## src/hw/rtl/snt_pkg.sv

```systemverilog
`timescale 1ns / 1ps
`default_nettype none

package snt_pkg;

   // Field widths of the request and response items
   localparam int ACTION_W = 2;
   localparam int KEY_W    = 64;
   localparam int VALUE_W  = 64;
   localparam int STATUS_W = 2;
   localparam int POS_W    = 6;
   localparam int TOTAL_W  = 7;

   // Request actions (code 3 is served as a find)
   localparam logic [ACTION_W-1:0] ACT_FIND   = 2'd0;
   localparam logic [ACTION_W-1:0] ACT_INSERT = 2'd1;
   localparam logic [ACTION_W-1:0] ACT_REMOVE = 2'd2;

   // Response status codes
   localparam logic [STATUS_W-1:0] STAT_OK        = 2'd0;
   localparam logic [STATUS_W-1:0] STAT_NOT_FOUND = 2'd1;
   localparam logic [STATUS_W-1:0] STAT_FULL      = 2'd2;

   // Which result the datapath captures
   typedef enum logic [2:0] {
      RES_NOT_FOUND,
      RES_FULL,
      RES_FLOOR,
      RES_HIT,
      RES_PLACED
   } res_kind_type;

   // Controller to datapath commands
   typedef struct packed {
      logic         load_req;
      logic         rd_mid;
      logic         step_search;
      logic         rd_floor;
      logic         res_we;
      res_kind_type res_kind;
      logic         upd_value;
      logic         shift_start;
      logic         shift_step;
      logic         place;
      logic         inc_count;
      logic         dec_count;
      logic         load_out;
   } cmd_type;

   // Datapath to controller status
   typedef struct packed {
      logic                span_open;
      logic                lo_zero;
      logic                key_eq;
      logic                table_full;
      logic                shift_none;
      logic                shift_done;
      logic [ACTION_W-1:0] action;
   } stat_type;

endpackage

`default_nettype wire

```

## src/hw/rtl/snt_controller.sv

```systemverilog
`timescale 1ns / 1ps
`default_nettype none

module snt_controller (
   input  wire logic              clock,
   input  wire logic              reset,
   input  wire logic              req_valid,
   output logic                   req_ready,
   output logic                   rsp_valid,
   input  wire logic              rsp_ready,
   input  wire snt_pkg::stat_type stat,
   output snt_pkg::cmd_type       cmd
);
   import snt_pkg::*;

   typedef enum logic [6:0] {
      S_IDLE   = 7'b0000001,
      S_PROBE  = 7'b0000010,
      S_CMP    = 7'b0000100,
      S_CHECK  = 7'b0001000,
      S_SHIFT  = 7'b0010000,
      S_PLACE  = 7'b0100000,
      S_FINISH = 7'b1000000
   } state_type;

   state_type state_ff, state_in;
   logic      out_valid_ff, out_valid_in;
   logic      out_free;

   assign out_free  = !out_valid_ff || rsp_ready;
   assign req_ready = (state_ff == S_IDLE);
   assign rsp_valid = out_valid_ff;

   // Next state and commands
   always_comb begin
      state_in = state_ff;
      cmd      = '0;
      unique case (state_ff)
         S_IDLE: begin
            if (req_valid) begin
               cmd.load_req = 1'b1;
               state_in     = S_PROBE;
            end
         end
         S_PROBE: begin
            if (stat.span_open) begin
               cmd.rd_mid = 1'b1;
               state_in   = S_CMP;
            end else if (!stat.lo_zero) begin
               cmd.rd_floor = 1'b1;
               state_in     = S_CHECK;
            end else if (stat.action == ACT_INSERT) begin
               // new smallest key
               if (stat.table_full) begin
                  cmd.res_we   = 1'b1;
                  cmd.res_kind = RES_FULL;
                  state_in     = S_FINISH;
               end else if (stat.shift_none) begin
                  state_in = S_PLACE;
               end else begin
                  cmd.shift_start = 1'b1;
                  state_in        = S_SHIFT;
               end
            end else begin
               cmd.res_we   = 1'b1;
               cmd.res_kind = RES_NOT_FOUND;
               state_in     = S_FINISH;
            end
         end
         S_CMP: begin
            cmd.step_search = 1'b1;
            state_in        = S_PROBE;
         end
         S_CHECK: begin
            // floor entry is on the read port
            if (stat.action == ACT_INSERT) begin
               if (stat.key_eq) begin
                  cmd.upd_value = 1'b1;
                  cmd.res_we    = 1'b1;
                  cmd.res_kind  = RES_HIT;
                  state_in      = S_FINISH;
               end else if (stat.table_full) begin
                  cmd.res_we   = 1'b1;
                  cmd.res_kind = RES_FULL;
                  state_in     = S_FINISH;
               end else if (stat.shift_none) begin
                  state_in = S_PLACE;
               end else begin
                  cmd.shift_start = 1'b1;
                  state_in        = S_SHIFT;
               end
            end else if (stat.action == ACT_REMOVE) begin
               cmd.res_we    = 1'b1;
               cmd.res_kind  = RES_HIT;
               cmd.dec_count = 1'b1;
               if (stat.shift_none) begin
                  state_in = S_FINISH;
               end else begin
                  cmd.shift_start = 1'b1;
                  state_in        = S_SHIFT;
               end
            end else begin
               cmd.res_we   = 1'b1;
               cmd.res_kind = RES_FLOOR;
               state_in     = S_FINISH;
            end
         end
         S_SHIFT: begin
            cmd.shift_step = 1'b1;
            if (stat.shift_done) begin
               state_in = (stat.action == ACT_INSERT) ? S_PLACE : S_FINISH;
            end
         end
         S_PLACE: begin
            cmd.place     = 1'b1;
            cmd.inc_count = 1'b1;
            cmd.res_we    = 1'b1;
            cmd.res_kind  = RES_PLACED;
            state_in      = S_FINISH;
         end
         S_FINISH: begin
            if (out_free) begin
               cmd.load_out = 1'b1;
               state_in     = S_IDLE;
            end
         end
         default: begin
            state_in = S_IDLE;
         end
      endcase
   end

   // Output item valid flag
   always_comb begin
      out_valid_in = out_valid_ff;
      if (cmd.load_out) begin
         out_valid_in = 1'b1;
      end else if (rsp_ready) begin
         out_valid_in = 1'b0;
      end
   end

   always_ff @(posedge clock) begin
      if (reset) begin
         state_ff     <= S_IDLE;
         out_valid_ff <= 1'b0;
      end else begin
         state_ff     <= state_in;
         out_valid_ff <= out_valid_in;
      end
   end

endmodule

`default_nettype wire

```

## config.mk

```make
export PLATFORM = sky130hd
export DESIGN_NAME = snt_controller
export DESIGN_NICKNAME = d
export VERILOG_FILES = /design/src/hw/rtl/snt_pkg.sv /design/src/hw/rtl/snt_controller.sv
export SDC_FILE = /design/constraint.sdc
export NUM_CORES = 1
export LEC_CHECK = 0
export BUFFER_PORTS_ARGS = -buffer_cell sky130_fd_sc_hd__buf_2
export CAP_MARGIN = 0
export CORE_AREA = 2 2 46 48
export DETAILED_ROUTE_END_ITERATION = 10
export DIE_AREA = 0 0 48 50
export MAX_ROUTING_LAYER = met4
export PLACE_DENSITY = 0.66
export SYNTH_ARGS = -nofsm -noshare
export SYNTH_HDL_FRONTEND = slang
export SYNTH_SLANG_ARGS = --single-unit
```

## constraint.sdc

```tcl
create_clock -name clock -period 1.46 [get_ports clock]
set_input_delay 0.073 -clock clock [delete_from_list [all_inputs] [get_ports clock]]
set_output_delay 0.073 -clock clock [all_outputs]
set_load 0.05 [all_outputs]
```

* Yosys cells after proc, flatten, opt, wreduce, memory -nomap -nowiden
Cells that the tools add are included.
** Cells by class
- Equal/unequal tests :: 12
- Muxes and demuxes :: 50
- Reduce and logical (&&, ||, !) cells :: 4
** Operators by type and width (number)
- 2-to-1 mux 7 bit :: 12
- one-hot mux 7 bit (7 select lines) :: 1
- 2-to-1 mux 1 bit :: 27
- 2-to-1 mux 4 bit :: 5
- one-hot mux 4 bit (3 select lines) :: 1
- == test 7 x 1 -> 1 bit (second input constant) :: 1
- == test 7 x 2 -> 1 bit (second input constant) :: 1
- == test 7 x 3 -> 1 bit (second input constant) :: 1
- == test 7 x 4 -> 1 bit (second input constant) :: 1
- == test 7 x 5 -> 1 bit (second input constant) :: 1
- == test 7 x 6 -> 1 bit (second input constant) :: 1
- == test 7 bit (second input constant) :: 1
- 2-to-1 mux 6 bit :: 1
- != test 2 bit (second input constant) :: 3
- 2-to-1 mux 5 bit :: 1
- AND reduction 3 bit :: 1
- == test 2 x 1 -> 1 bit (second input constant) :: 1
- == test 2 bit (second input constant) :: 1
- 2-to-1 mux 2 bit :: 1
- one-hot mux 1 bit (2 select lines) :: 1
- nonzero test 2 bit :: 1
- logical NOT 1 bit :: 1
- logical OR 1 bit :: 1
** Word-level totals
- Register bits :: 8
- Input bits :: 12
- Output and inout port bits :: 17
- Logic and storage cells :: 68

* Logic depth before layout (Yosys ltp)
- Depth in word-level cells :: 6
- Mapped depth :: 6
- Depth with buffers taken out :: 5

* Worst setup path before layout
OpenSTA, ideal clock, no wires.
- Path type :: register -> output
- Start point :: register state_ff[4]
- End point :: output cmd[10] (netlist bit)
- Data arrival time :: 3134 ps
- Slack :: -1747 ps
- Cell stages (with the launch flop) :: 6
- Path buffers :: 1
- Cell sequence :: dfxtp_1 > buf_6 > nor2_2 > nand2_1 > nor4b_1 > o21bai_1
** RTL lines
- from (decl) :: line snt_controller.sv:26 : state_type state_ff, state_in;
- from (signal assigned) :: line snt_controller.sv:148 : state_ff <= state_in;
- to (decl) :: line snt_controller.sv:12 : output snt_pkg::cmd_type cmd

==> reports/metrics.csv <==
metric,value,unit
RSZ-0062 raised after global routing,true,
number of global-route vias before repair,1062,
drt first pass iters,4,
Clock Sink Count,8,
die height,50,um
CP max-delay cell,dfxtp_4,
R2R setup slack,-300,ps
Die Width,48,um
Total GRT Usage,28.9,%
Avg Inst Size Synth,7.64,um^2
CP Cell Sequence,buf_6 > nor2_4 > buf_4 > buf_4 > nand4_1 > nor2b_1 > buf_6,
WL final,4080,um
max cap viols,0,
Cell variety after synth,43,
# rows,16,
Overflow after GRT,0,
Clock Skew,3.71,ps
dpl hpwl,1770,um
worst-path fanout max,5,
final worst slack,-303,ps
largest net degree at the start of global routing,9,
initial antenna violation count,0,
Final Critical Period,1760,ps
ys flop type,dfxtp_1,
sequential fraction of the synthesis area,22.1,%
worst hold-check path type,in -> reg,
Final Slew Violations,0,
# hold bufs at CTS,0,
cts bufs inserted,3,
syn_nets,107,
Post-route DRC,0,
first-pass GRT wire length,4800,um
Final Hold Vio Count,0,
total I/O pin count,29,
total die area,2400,um^2
P&R area growth vs syn,136,%
"commonest non-fill, non-tap cell in the layout",buf_4,
endpoints failing setup,21,
Initial Util,38.2,%
Core Region,1900,um^2
"CTS clk-pin slew, worst paths",60,ps
number of synthesized register bits,8,
Initial DRC Count,59,
Crit Path Class,reg -> out,
most frequent cells in the layout,"39 x buf_4, 21 x buf_6, 12 x buf_2, 7 x nor2_4, 7 x buf_8",
antenna-violating nets left,0,
fin area,1710,um^2
maximum clock path buffer count,2,
Post-synth EDFFs,0,
CP endpoint kind,primary output,
ratio of final minimum period to clock period,121,%
Layout Utilization,90.0,%
Hold Slack,19.4,ps
DR WL/cell,20.6,um
clock latency on the worst-skew pair,280,ps
final RePlAce weighted congestion,0.864,
layout cell share with drive strength beyond 1,73.7,%
share of synthesized registers carrying an async set or reset,0,%
synth warn,0,
run status,"finished, violations left",
failing checks,setup timing,
max incr delay on CP,370,ps
Worst VDD drop,364,uV
ant diodes,0,
H-tree depth,1,
vias per std cell,5.91,
Worst Path Required,1390,ps
PwrDens,447,nW/um^2
cell count after synthesis,95,
fmax,567,MHz
LEAKAGE,0.744,nW
Slew headroom,69.5,%
vias post-DR,1171,
Total Nets Final,185,
filler cell count,82,
Root Driver,clkbuf_4,
worst-margin pin slew,451,ps
port bufs,28,
WP data arrival,1690,ps
Startpoint Class,register,
CTS tree,done,
Mapped Area,726,um^2
Placed Area,1160,um^2
critical path, delay by kind of cell, from the launching register on:
kind | cells | cell delay (ps)
buffers and inverters | 4 | 560
AND/OR/NAND/NOR | 3 | 480
flip-flops | 1 | 370
state kept, by name, summed over array words and instances, names as in the netlist:
| signal | cells |
|---|---|
| rsp_valid | 1 |
| state_ff | 7 |
cell type report:
cell class                      count  area, um^2  share of cell area (%)
Timing Repair Buffer               79         694                    40.6
Tap cell                           27        33.8                    1.97
Sequential cell                     8         181                    10.6
Inverter                            3        11.3                   0.658
Clock buffer                        3        22.5                    1.32
Multi-Input combinational cell     78         768                    44.9
report_power, final:
part / total (mW) / internal (mW) / leakage [nW] / switching, mW
clock: 0.194 / 0.0956 / 0.0138 / 0.0982
combinational: 0.333 / 0.156 / 0.661 / 0.176
sequential: 0.239 / 0.220 / 0.0691 / 0.0196
total: 0.766 / 0.472 / 0.744 / 0.294
metal layers:
metal  global-route usage [%]  wire, um  vias up
li1                         -         -      510
met1                     33.3      1530      558
met2                     46.4      2040       72
met3                     4.40       240       31
met4                     14.4       274        0
met5                        -         0        -
per-stage QoR:
step | setup WS [ps] | total power [mW] | TNS, ps | std cells
after floorplan | -355 | 0.367 | -1590 | 95
after global placement | -162 | 0.450 | -974 | 171
after detailed placement | -185 | 0.452 | -1090 | 171
after CTS | -213 | 0.681 | -2360 | 186
after global routing | -372 | 0.792 | -5010 | 198
final | -303 | 0.766 | -4170 | 198
cells in the mapped netlist (all sizes together), types with 2 or more instances:
library cell	count	area share, %
nor2	15	8.1
dfxtp	8	22
nand2	7	3.6
nor3	7	6.2
buf	6	5.7
nor4b	5	7.8
nand2b	4	3.4
nor2b	4	3.4
a21oi	3	2.1
inv	3	1.6
a41oi	2	2.4
and3	2	1.9
nand3	2	1.4
nand4	2	1.7
nor3b	2	2.1
o211ai	2	2.1
what timing repair did:
item	in CTS	in global routing
setup endpoints to repair	20	20
pin swaps	11	6
gates resized for setup	66	25
setup buffers	12	12
cells by family (layout without fill, tap and decap cells):
logic type / after synthesis / after routing / synth area share, %
AND/OR/NAND/NOR: 56 / 56 / 47.9
AO/OA/AOI/OAI: 21 / 21 / 21.4
buffers and inverters: 9 / 85 / 7.24
flip-flops: 8 / 8 / 22.1
multiplexers: 1 / 1 / 1.38
worst paths after layout:
check / start / to / depth (start not counted)
worst max register to register: state_ff[2]$_SDFFE_PP0P_ / state_ff[6]$_SDFFE_PP0P_ / 7
worst max-delay path: state_ff[3]$_SDFFE_PP0P_ / cmd[0] / 7
worst min register to register: rsp_valid$_SDFFE_PP0P_ / state_ff[6]$_SDFFE_PP0P_ / 2
worst min-delay path: stat[6] / state_ff[3]$_SDFFE_PP0P_ / 2
(Power assumes the default switching activity.)
